**config.mk**
```make
export PLATFORM = sky130hd
export DESIGN_NAME = scatter_gather_copy_planner_unit
export DESIGN_NICKNAME = d
export VERILOG_FILES = /design/src/sv/sgcp_pkg.sv /design/src/sv/scatter_gather_copy_planner_unit.sv /design/src/sv/sgcp_merge_step.sv
export SDC_FILE = /design/constraint.sdc
export NUM_CORES = 2
export LEC_CHECK = 0
export ABC_AREA = 1
export ABC_CLOCK_PERIOD_IN_PS = 19200
export BUFFER_PORTS_ARGS = -buffer_cell sky130_fd_sc_hd__clkbuf_2
export CAP_MARGIN = 20
export CELL_PAD_IN_SITES_DETAIL_PLACEMENT = 1
export CELL_PAD_IN_SITES_GLOBAL_PLACEMENT = 1
export CORE_ASPECT_RATIO = 0.6
export CORE_UTILIZATION = 35
export DETAILED_ROUTE_END_ITERATION = 6
export GPL_TIMING_DRIVEN = 0
export PLACE_DENSITY_LB_ADDON = 0.12
export RECOVER_POWER = 25
export SYNTH_ARGS = -nofsm -noshare
export SYNTH_HDL_FRONTEND = slang
export SYNTH_HIERARCHICAL = 1
export SYNTH_SLANG_ARGS = --single-unit
```
**constraint.sdc**
```tcl
create_clock -name i_clk -period 19.2 [get_ports i_clk]
set_clock_uncertainty 0.2 [all_clocks]
set_input_delay 1.92 -clock i_clk [delete_from_list [all_inputs] [get_ports i_clk]]
set_output_delay 1.92 -clock i_clk [all_outputs]
set_load 0.01 [all_outputs]
```
**src/sv/sgcp_pkg.sv**
```systemverilog
// Shared types and constants for the scatter-gather copy planner.
package sgcp_pkg;

    localparam int LEN_W  = 13;
    localparam int CNT_W  = 31;
    localparam int ADDR_W = 48;

    typedef enum logic [1:0] {
        OP_CLEAR      = 2'd0,
        OP_APPEND_SRC = 2'd1,
        OP_APPEND_DST = 2'd2,
        OP_COPY       = 2'd3
    } t_opcode;

    typedef struct packed {
        logic [LEN_W-1:0] piece;
        logic             src_adv;
        logic             dst_adv;
        logic [LEN_W-1:0] next_soff;
        logic [LEN_W-1:0] next_doff;
        logic [CNT_W-1:0] next_rem;
    } t_step_res;

endpackage

```
**src/sv/scatter_gather_copy_planner_unit.sv**
```systemverilog
// Scatter-gather copy planner: source and destination lists and the copy sequencer.
// Clear and append commands return one status beat each. A copy runs one skip step for
// each source entry skipped by the offset and one merge step per segment or passed-over
// zero-length entry, with accept, setup and summary around them; the registered read
// of the entry memories puts a wait state after each skip and merge step. Skip and
// merge steps together number at most 2*MAX_ENTRIES-1. The block accepts no new beat
// until the current command has produced its final beat into the output register.
module scatter_gather_copy_planner_unit
    import sgcp_pkg::*;
#(
    parameter int MAX_ENTRIES = 16,
    parameter int PAGE_BYTES  = 4096,
    parameter int ADDR_BITS   = 48
) (
    input  logic           i_clk,
    input  logic           i_rst_n,
    input  logic           s_axis_tvalid,
    output logic           s_axis_tready,
    // entry_address, entry_bytes, source_offset, request_bytes, zero pad.
    input  logic [127:0]   s_axis_tdata,
    // opcode.
    input  logic [1:0]     s_axis_tuser,
    output logic           m_axis_tvalid,
    input  logic           m_axis_tready,
    // segment_source, segment_dest, segment_bytes, total_copied, list_full, zero pad.
    output logic [143:0]   m_axis_tdata,
    output logic           m_axis_tlast
);

    localparam int AW = (ADDR_BITS < ADDR_W) ? ADDR_BITS : ADDR_W;
    localparam int IW = (MAX_ENTRIES > 1) ? $clog2(MAX_ENTRIES) : 1;
    localparam int NW = $clog2(MAX_ENTRIES + 1);
    localparam logic [NW-1:0] MAX_N = NW'(MAX_ENTRIES);
    localparam logic [16:0] PAGE_LIM = 17'(PAGE_BYTES);

    typedef enum logic [2:0] {
        ST_IDLE,
        ST_STATUS,
        ST_SKIP_WAIT,
        ST_SKIP,
        ST_MERGE,
        ST_MERGE_WAIT,
        ST_SUMMARY
    } t_state;

    t_state           r_state;
    logic             r_m_valid;
    logic [143:0]     r_m_data;
    logic             r_m_last;
    logic [NW-1:0]    r_src_total;
    logic [NW-1:0]    r_dst_total;
    logic             r_full;
    logic [NW-1:0]    r_si;
    logic [NW-1:0]    r_di;
    logic [CNT_W-1:0] r_soff;
    logic [LEN_W-1:0] r_doff;
    logic [CNT_W-1:0] r_rem;
    logic [CNT_W-1:0] r_req;

    logic [AW-1:0]    src_base_mem [MAX_ENTRIES];
    logic [LEN_W-1:0] src_len_mem  [MAX_ENTRIES];
    logic [AW-1:0]    dst_base_mem [MAX_ENTRIES];
    logic [LEN_W-1:0] dst_len_mem  [MAX_ENTRIES];
    logic [AW-1:0]    r_src_base_q;
    logic [LEN_W-1:0] r_src_len_q;
    logic [AW-1:0]    r_dst_base_q;
    logic [LEN_W-1:0] r_dst_len_q;

    t_opcode          in_op;
    logic [ADDR_W-1:0] in_addr;
    logic [LEN_W-1:0] in_bytes;
    logic [CNT_W-1:0] in_offset;
    logic [CNT_W-1:0] in_req;
    logic [LEN_W-1:0] in_bytes_clamped;
    logic             in_accept;
    logic             can_put;
    logic             out_load;
    logic             src_wr;
    logic             dst_wr;
    logic             merge_live;
    logic [AW-1:0]    seg_src;
    logic [AW-1:0]    seg_dst;
    t_step_res        step;

    assign in_op     = t_opcode'(s_axis_tuser);
    assign in_addr   = s_axis_tdata[47:0];
    assign in_bytes  = s_axis_tdata[60:48];
    assign in_offset = s_axis_tdata[91:61];
    assign in_req    = s_axis_tdata[122:92];
    assign in_bytes_clamped = ({4'b0, in_bytes} > PAGE_LIM) ? LEN_W'(PAGE_LIM) : in_bytes;

    assign s_axis_tready = (r_state == ST_IDLE);
    assign in_accept     = s_axis_tvalid && s_axis_tready;
    assign can_put       = !r_m_valid || m_axis_tready;
    assign src_wr = in_accept && (in_op == OP_APPEND_SRC) && (r_src_total < MAX_N);
    assign dst_wr = in_accept && (in_op == OP_APPEND_DST) && (r_dst_total < MAX_N);
    assign merge_live = (r_rem != '0) && (r_si < r_src_total) && (r_di < r_dst_total);
    assign out_load = can_put && ((r_state == ST_STATUS) || (r_state == ST_SUMMARY) ||
                                  ((r_state == ST_MERGE) && merge_live &&
                                   (step.piece != '0)));
    assign seg_src = r_src_base_q + AW'(r_soff[LEN_W-1:0]);
    assign seg_dst = r_dst_base_q + AW'(r_doff);

    assign m_axis_tvalid = r_m_valid;
    assign m_axis_tdata  = r_m_data;
    assign m_axis_tlast  = r_m_last;

    sgcp_merge_step u_step (
        .i_slen (r_src_len_q),
        .i_dlen (r_dst_len_q),
        .i_soff (r_soff[LEN_W-1:0]),
        .i_doff (r_doff),
        .i_rem  (r_rem),
        .o_res  (step)
    );

    function automatic logic [143:0] pack_out(
        input logic [ADDR_W-1:0] src,
        input logic [ADDR_W-1:0] dst,
        input logic [LEN_W-1:0]  len,
        input logic [CNT_W-1:0]  total,
        input logic              full
    );
        return {3'b0, full, total, len, dst, src};
    endfunction

    always_ff @(posedge i_clk) begin
        if (src_wr) begin
            src_base_mem[r_src_total[IW-1:0]] <= in_addr[AW-1:0];
            src_len_mem[r_src_total[IW-1:0]]  <= in_bytes_clamped;
        end
        if (dst_wr) begin
            dst_base_mem[r_dst_total[IW-1:0]] <= in_addr[AW-1:0];
            dst_len_mem[r_dst_total[IW-1:0]]  <= in_bytes_clamped;
        end
        r_src_base_q <= src_base_mem[r_si[IW-1:0]];
        r_src_len_q  <= src_len_mem[r_si[IW-1:0]];
        r_dst_base_q <= dst_base_mem[r_di[IW-1:0]];
        r_dst_len_q  <= dst_len_mem[r_di[IW-1:0]];
    end

    always_ff @(posedge i_clk) begin
        if (!i_rst_n) begin
            r_state     <= ST_IDLE;
            r_m_valid   <= 1'b0;
            r_src_total <= '0;
            r_dst_total <= '0;
            r_full      <= 1'b0;
        end else begin
            if (out_load) begin
                r_m_valid <= 1'b1;
            end else if (r_m_valid && m_axis_tready) begin
                r_m_valid <= 1'b0;
            end
            case (r_state)
                ST_IDLE: begin
                    if (s_axis_tvalid) begin
                        r_state <= (in_op == OP_COPY) ? ST_SKIP_WAIT : ST_STATUS;
                        case (in_op)
                            OP_CLEAR: begin
                                r_src_total <= '0;
                                r_dst_total <= '0;
                                r_full      <= 1'b0;
                            end
                            OP_APPEND_SRC: begin
                                if (src_wr) begin
                                    r_src_total <= r_src_total + NW'(1);
                                end else begin
                                    r_full <= 1'b1;
                                end
                            end
                            OP_APPEND_DST: begin
                                if (dst_wr) begin
                                    r_dst_total <= r_dst_total + NW'(1);
                                end else begin
                                    r_full <= 1'b1;
                                end
                            end
                            default: begin
                                r_si    <= '0;
                                r_di    <= '0;
                                r_soff  <= in_offset;
                                r_doff  <= '0;
                                r_rem   <= in_req;
                                r_req   <= in_req;
                            end
                        endcase
                    end
                end
                ST_STATUS: begin
                    if (can_put) begin
                        r_m_data  <= pack_out('0, '0, '0, '0, r_full);
                        r_m_last  <= 1'b0;
                        r_state   <= ST_IDLE;
                    end
                end
                ST_SKIP_WAIT: begin
                    r_state <= ST_SKIP;
                end
                ST_SKIP: begin
                    if ((r_si < r_src_total) && (r_soff >= CNT_W'(r_src_len_q))) begin
                        r_soff  <= r_soff - CNT_W'(r_src_len_q);
                        r_si    <= r_si + NW'(1);
                        r_state <= ST_SKIP_WAIT;
                    end else begin
                        r_state <= ST_MERGE;
                    end
                end
                ST_MERGE: begin
                    if (merge_live) begin
                        if ((step.piece == '0) || can_put) begin
                            if (step.piece != '0) begin
                                r_m_data  <= pack_out(ADDR_W'(seg_src), ADDR_W'(seg_dst),
                                                      step.piece, '0, r_full);
                                r_m_last  <= 1'b0;
                            end
                            r_si    <= r_si + NW'(step.src_adv);
                            r_di    <= r_di + NW'(step.dst_adv);
                            r_soff  <= CNT_W'(step.next_soff);
                            r_doff  <= step.next_doff;
                            r_rem   <= step.next_rem;
                            r_state <= ST_MERGE_WAIT;
                        end
                    end else begin
                        r_state <= ST_SUMMARY;
                    end
                end
                ST_MERGE_WAIT: begin
                    r_state <= ST_MERGE;
                end
                ST_SUMMARY: begin
                    if (can_put) begin
                        r_m_data  <= pack_out('0, '0, '0, r_req - r_rem, r_full);
                        r_m_last  <= 1'b1;
                        r_state   <= ST_IDLE;
                    end
                end
                default: begin
                    r_state <= ST_IDLE;
                end
            endcase
        end
    end

`ifndef SYNTHESIS
    a_src_index_bound: assert property (@(posedge i_clk) disable iff (!i_rst_n)
        ((r_state != ST_IDLE) && (r_state != ST_STATUS)) |-> (r_si <= r_src_total))
        else $error("source index ran past the source list");

    a_list_bound: assert property (@(posedge i_clk) disable iff (!i_rst_n)
        (r_src_total <= MAX_N) && (r_dst_total <= MAX_N))
        else $error("list count exceeds capacity");

    a_summary_zero_len: assert property (@(posedge i_clk) disable iff (!i_rst_n)
        (m_axis_tvalid && m_axis_tlast) |-> (m_axis_tdata[108:96] == '0))
        else $error("summary beat carries a segment length");

    a_copy_busy: assert property (@(posedge i_clk) disable iff (!i_rst_n)
        (in_accept && (in_op == OP_COPY)) |=> !s_axis_tready)
        else $error("copy accepted without leaving idle");
`endif

endmodule

```
**src/sv/sgcp_merge_step.sv**
```systemverilog
// One merge step: piece length and the updated list positions.
module sgcp_merge_step
    import sgcp_pkg::*;
(
    input  logic [LEN_W-1:0] i_slen,
    input  logic [LEN_W-1:0] i_dlen,
    input  logic [LEN_W-1:0] i_soff,
    input  logic [LEN_W-1:0] i_doff,
    input  logic [CNT_W-1:0] i_rem,
    output t_step_res        o_res
);

    logic [LEN_W-1:0] s_room;
    logic [LEN_W-1:0] d_room;
    logic [LEN_W-1:0] piece_sd;
    logic [LEN_W-1:0] piece;
    logic [LEN_W:0]   s_end;
    logic [LEN_W:0]   d_end;

    always_comb begin
        s_room   = i_slen - i_soff;
        d_room   = i_dlen - i_doff;
        piece_sd = (d_room < s_room) ? d_room : s_room;
        piece    = (i_rem < CNT_W'(piece_sd)) ? LEN_W'(i_rem) : piece_sd;
        s_end    = {1'b0, i_soff} + {1'b0, piece};
        d_end    = {1'b0, i_doff} + {1'b0, piece};

        o_res.piece     = piece;
        o_res.src_adv   = (s_end >= {1'b0, i_slen});
        o_res.dst_adv   = (d_end >= {1'b0, i_dlen});
        o_res.next_soff = o_res.src_adv ? '0 : s_end[LEN_W-1:0];
        o_res.next_doff = o_res.dst_adv ? '0 : d_end[LEN_W-1:0];
        o_res.next_rem  = i_rem - CNT_W'(piece);
    end

endmodule

```
==> Word level (Yosys, flattened, before mapping) <==
Memory sizes are Yosys's and may differ from the RTL's. A register that Yosys moved wholly into a read port is not among the register bits.
Index checks and enable logic that the tools add are counted.
{ "totals": {"regBits": 276, "elab_cells": 166, "ramBits": 1952, "inputBits": 134, "mem_count": 4} }
{ "op_classes": {"n_addsub": 14, "muxes": 62, "reduce_logical": 39, "n_bitwise": 1, "n_lt_le_gt_ge": 10, "eq_ne": 23} }
{ "memory_table": {"columns": ["name", "words", "word_bits", "rd", "rd_ports_with_merged_regs", "write_ports", "line", "rtl"], "rows": [
  ["dst_base_mem", 16, 48, 1, 1, 1, "scatter_gather_copy_planner_unit.sv:62", "logic [AW-1:0] dst_base_mem [MAX_ENTRIES];"],
  ["src_base_mem", 16, 48, 1, 1, 1, "scatter_gather_copy_planner_unit.sv:60", "logic [AW-1:0] src_base_mem [MAX_ENTRIES];"],
  ["dst_len_mem", 16, 13, 1, 1, 1, "scatter_gather_copy_planner_unit.sv:63", "logic [LEN_W-1:0] dst_len_mem [MAX_ENTRIES];"],
  ["src_len_mem", 16, 13, 1, 1, 1, "scatter_gather_copy_planner_unit.sv:61", "logic [LEN_W-1:0] src_len_mem [MAX_ENTRIES];"]
]} }
{ "op_table": {"columns": ["op", "n"], "rows": [
  ["144-bit two-way mux", 5],
  ["144-bit one-hot mux with 3 select lines", 1],
  ["31-bit two-way mux", 9],
  ["13-bit two-way mux", 9],
  ["48-bit by 13-bit adder with 48-bit output", 2],
  ["31-bit one-hot mux with 3 select lines", 1],
  ["31-bit one-hot mux with 2 select lines", 1],
  ["31-bit by 13-bit subtractor with 31-bit output", 2],
  ["5-bit two-way mux", 9],
  ["31-bit by 13-bit >= comparator with 1-bit output", 1],
  ["31-bit by 13-bit less-than comparator with 1-bit output", 1],
  ["31-bit nonzero test", 1],
  ["31-bit subtractor", 1],
  ["5-bit one-hot mux with 2 select lines", 3],
  ["13-bit by 13-bit adder with 14-bit output", 2],
  ["14-bit by 13-bit >= comparator with 1-bit output", 2],
  ["13-bit one-hot mux with 2 select lines", 1],
  ["13-bit subtractor", 2],
  ["2-bit inequality test (second input constant)", 10],
  ["3-bit one-hot mux with 6 select lines", 1],
  ["5-bit by 1-bit adder with 5-bit output (second input constant)", 3],
  ["3-bit two-way mux", 5],
  ["5-bit one-hot mux with 3 select lines", 1],
  ["7-bit AND reduction", 2],
  ["31 further kinds", 74]
]} }

==> Depth between registers and ports, before layout <==
{ "logic_depth": {"ltp_word": 11, "mapped_depth": 61, "mapped_depth_nobuf": 59} }

==> Cells and area by module <==
Netlist, hierarchy kept.
{ "modules_own_cells": {"columns": ["module", "cells_each", "area_per_inst_um2", "n_inst", "seq_area_each_um2"], "rows": [
  ["scatter_gather_copy_planner_unit", 7411, 95308.9, 1, 69106.3],
  ["sgcp_merge_step", 883, 5157.4, 1, 0.0]
]} }

==> Worst setup path before layout <==
Ideal clock, no wire load.
{ "synth_path": {"kind": "reg2reg", "startpoint": "register r_soff[0]", "endpoint": "register r_m_data[0], in the netlist m_axis_tdata[0], enable pin", "n_path_buf": 2, "t_required_ns": 18.146, "stages_incl_launch_ff": 34, "setup_slack_ns": 2.920, "setup_ns": 0.854, "arrival_ns": 15.226, "path_cell_list": "edfxtp_1 > ha_1 > fa_1 > inv_1 > a21oi_1 > nor2_1 > nor2_1 > xor2_1 > ha_1 > nand2_1 > o21a_1 > nand2_1 > nand2_1 > nand4_1 > nand3_2 > nand2_4 > inv_2 > buf_2 > o21ai_0 > inv_1 > ha_1 > a21oi_1 > nand3b_1 > a21oi_1 > nor4_2 > clkbuf_1 > nand3_1 > nand2_1 > nor2_1 > nand2_1 > nor2_1 > a21oi_1 > inv_1 > a211oi_1"} }
{ "synth_lines": {"columns": ["element", "line", "rtl"], "rows": [
  ["start, declared", "scatter_gather_copy_planner_unit.sv:55", "logic [CNT_W-1:0] r_soff;"],
  ["start signal, assigned", "scatter_gather_copy_planner_unit.sv:182", "r_soff <= in_offset;"],
  ["start signal, assigned", "scatter_gather_copy_planner_unit.sv:202", "r_soff <= r_soff - CNT_W'(r_src_len_q);"],
  ["start signal, assigned", "scatter_gather_copy_planner_unit.sv:219", "r_soff <= CNT_W'(step.next_soff);"],
  ["end signal, assigned", "scatter_gather_copy_planner_unit.sv:192", "r_m_data <= pack_out('0, '0, '0, '0, r_full);"],
  ["end signal, assigned", "scatter_gather_copy_planner_unit.sv:213", "r_m_data <= pack_out(ADDR_W'(seg_src), ADDR_W'(seg_dst),"],
  ["end signal, assigned", "scatter_gather_copy_planner_unit.sv:233", "r_m_data <= pack_out('0, '0, '0, r_req - r_rem, r_full);"],
  ["end, declared", "scatter_gather_copy_planner_unit.sv:48", "logic [143:0] r_m_data;"]
]} }

==> metrics.yaml <==
status:
  status: "finished, violations left"
  failed_checks: "capacitance limit, slew limit"
drt:
  wl_per_cell_um: 29.5
  route.met2.wl_um: 156000
  route.top_layer_used: "met5"
  vias: 71300
  drt-total-wl_um: 382000
  wl_met3_um: 29600
  via_per_inst: 5.51
  drt_pre_antenna_iters: 6
  drt_iter0_drc: 8479
  drc: 0
  ant_nets: 0
  wl_met1_um: 188000
placement:
  dp_slack_ns: 8.11
  dpl.hpwl_um: 281000
  portBuffers: 272
  place.gp.congestion: 0.873
synthesis:
  yosysMostFrequentCell: "edfxtp_1"
  yosysTopAreaCellShare: 0.661
  yosys.area.top_type: "edfxtp_1"
  ys_seq_area_frac: 0.688
  synth_edf_count: 2210
  yosys-top-cells-area: "edfxtp_1 66%, nor2_1 5.7%, nand2_1 3.6%"
  syn_inst: 8294
  synth_seq_cells: 2347
  synth-main-ff-cell: "edfxtp_1"
  synth.yosys.warnings: 6
  synth.avg_cell_area_um2: 12.1
  netlist_top_cells_count: "2210 x edfxtp_1, 1515 x nor2_1, 953 x nand2_1"
  synth_cell_types: 62
  synth.cell_area_um2: 100000
  async_reset_ff_frac: 0
global_route:
  grt_pass1_vias: 70400
  antenna_found_initial: 45
  grt_pass1_wl_um: 535000
  grt_overflow: 0
  grt_use_total: 0.258
  grt_start_max_net_pins: 50
worst_setup_path:
  crit_arrival_ns: 11.98
  crit_required_ns: 19.63
  crit_path_end_kind: "flop"
  slowest_stage: "edfxtp_1"
  crit_type: "flop to flop"
  worst_path_largest_cell_delay_ns: 0.63
  start_kind: "flop"
  cp_max_fo: 10
floorplanning:
  ios: 281
  core_um2: 284000
  dieArea_um2: 289000
  rows: 151
  fp.dieW_um: 694
  initial_utilization: 0.354
  die_h_um: 417
timing:
  fin_crit_sh: 0.601
  finalSetupViolations: 0
  hold_viol_final: 0
  rsz0062_at_grt: "no"
  max_freq_mhz: 86.6
  holdWs_ns: 0.322
  setup_slack_ns: 7.65
  drv_slew: 1333
  tightestPinTransition_ns: 2.26
  period_minus_slack_ns: 11.55
  slew_headroom: -0.506
clock_network:
  cts_made_buffers: 227
  tritoncts: "yes"
  root_buffer: "clkbuf_16"
  cts-resized-gates: 0
  post_cts_buffers: 0
  cts_max_level: 4
  cts.sinks: 2347
  cts_hold_buffers: 0
  path_clk_slew_ns: 0.07
  clockBufferDepth: 4
  clkLatencyLatePin_ns: 0.90
pwr:
  ir_worst_vdd_mv: 0.0764
  powerDensity_nw_per_um2: 102
  total_leakage_power_nw: 40.5
  p_total_mw: 11.9
layout:
  syn2layout_area_growth_pct: 15.9
  fin_nets: 9260
  drive_above_1_share: 0.0971
run:
  maxCapViolations: 42
hold_path:
  hold_path_class: "flop to flop"
-- metal layers --
layer | track usage | vias up
met5 | 0 | -
met4 | 0.0534 | 2
met3 | 0.0391 | 381
met2 | 0.366 | 2644
met1 | 0.412 | 36800
li1 | - | 31400
-- sequential cells by signal (all words and copies together), names as in the netlist, 31 cells and up --
name / cells
src_base_mem: 768
dst_len_mem: 208
r_src_base_q: 48
dst_base_mem: 768
r_req: 31
r_rem: 31
r_soff: 31
r_dst_base_q: 48
m_axis_tdata: 141
src_len_mem: 208
-- worst max-delay path: cells and delay by family, from the launching register on --
family                     cells  cell delay, ns
and+or+nand+nor               14            2.25
xor gates and xnor gates       3            0.84
AOI/OAI and AO/OA             14            3.19
buffers and inverters         11            1.69
DFF                            1            0.63
adders and majority gates      8            2.42
-- cells by family (layout without fill, tap and decap cells) --
logic type | after synthesis | count (layout) | synth area share
flip-flops | 2347 | 2347 | 0.688
adder cells (fa/ha/maj) | 216 | 216 | 0.0276
other | 1 | 14 | 0.0000373
buffers and inverters | 892 | 1693 | 0.0350
AO/OA/AOI/OAI | 1493 | 1493 | 0.0964
multiplexers | 196 | 196 | 0.0195
XOR/XNOR | 124 | 124 | 0.0108
AND/OR/NAND/NOR | 3025 | 3025 | 0.123
-- final timing paths --
check             from  endpoint  slack (ns)  cells after the start
max          r_soff[8]   r_si[4]        7.65                     50
min reg2reg     r_full    r_full        0.32                      2
max reg2reg  r_soff[8]   r_si[4]        7.65                     50
min             r_full    r_full        0.32                      2
-- metrics by stage --
| step | utilization | instance area (um2) | cells | TNS [ns] |
|---|---|---|---|---|
| 5_1_grt | 0.410 | 116000 | 12900 | 0 |
| 3_3_place_gp | 0.376 | 107000 | 12400 | -989.63 |
| 3_5_place_dp | 0.385 | 109000 | 12500 | 0 |
| 2_1_floorplan | - | 100000 | 8296 | 0 |
| 6_report | 0.410 | 116000 | 12900 | 0 |
| 4_1_cts | 0.410 | 116000 | 12900 | 0 |
-- final cells by class --
| type | count | area (um2) |
|---|---|---|
| Multi-Input combinational cell | 5057 | 28200 |
| Fill cell | 30100 | 167000 |
| Tap cell | 3825 | 4790 |
| Buffer | 409 | 1720 |
| Antenna cell | 11 | 27.5 |
| Inverter | 483 | 1810 |
| Clock inverter | 127 | 1110 |
| Sequential cell | 2347 | 69100 |
| Clock buffer | 289 | 6150 |
| Timing Repair Buffer | 385 | 3480 |
-- power breakdown --
group | total, mW | internal, mW | switching, mW
clock network | 4.54 | 2.47 | 2.07
registers | 5.73 | 5.66 | 0.0647
logic | 1.64 | 0.478 | 1.16
-- cells in the final DEF, fill, tap and decap left out, types with 15 or more instances in the layout --
master	count
o221ai_1	198
o211ai_1	54
dfxtp_1	137
o32ai_1	292
nand4_1	56
xnor2_1	49
nor4_1	16
nor2_1	1469
clkbuf_8	16
ha_1	207
clkbuf_16	231
buf_1	29
buf_2	93
clkbuf_2	210
nor3_1	74
nand2_1	953
inv_2	19
buf_16	18
mux2i_1	196
nand3_1	348
o21ai_0	613
a21oi_1	238
inv_1	464
edfxtp_1	2210
bufinv_16	15
o21ai_1	15
nor2_4	47
clkinv_2	46
xor2_1	75
clkinv_1	42
buf_12	72
clkbuf_1	386
Note: power is estimated with default switching activity, not from simulation.
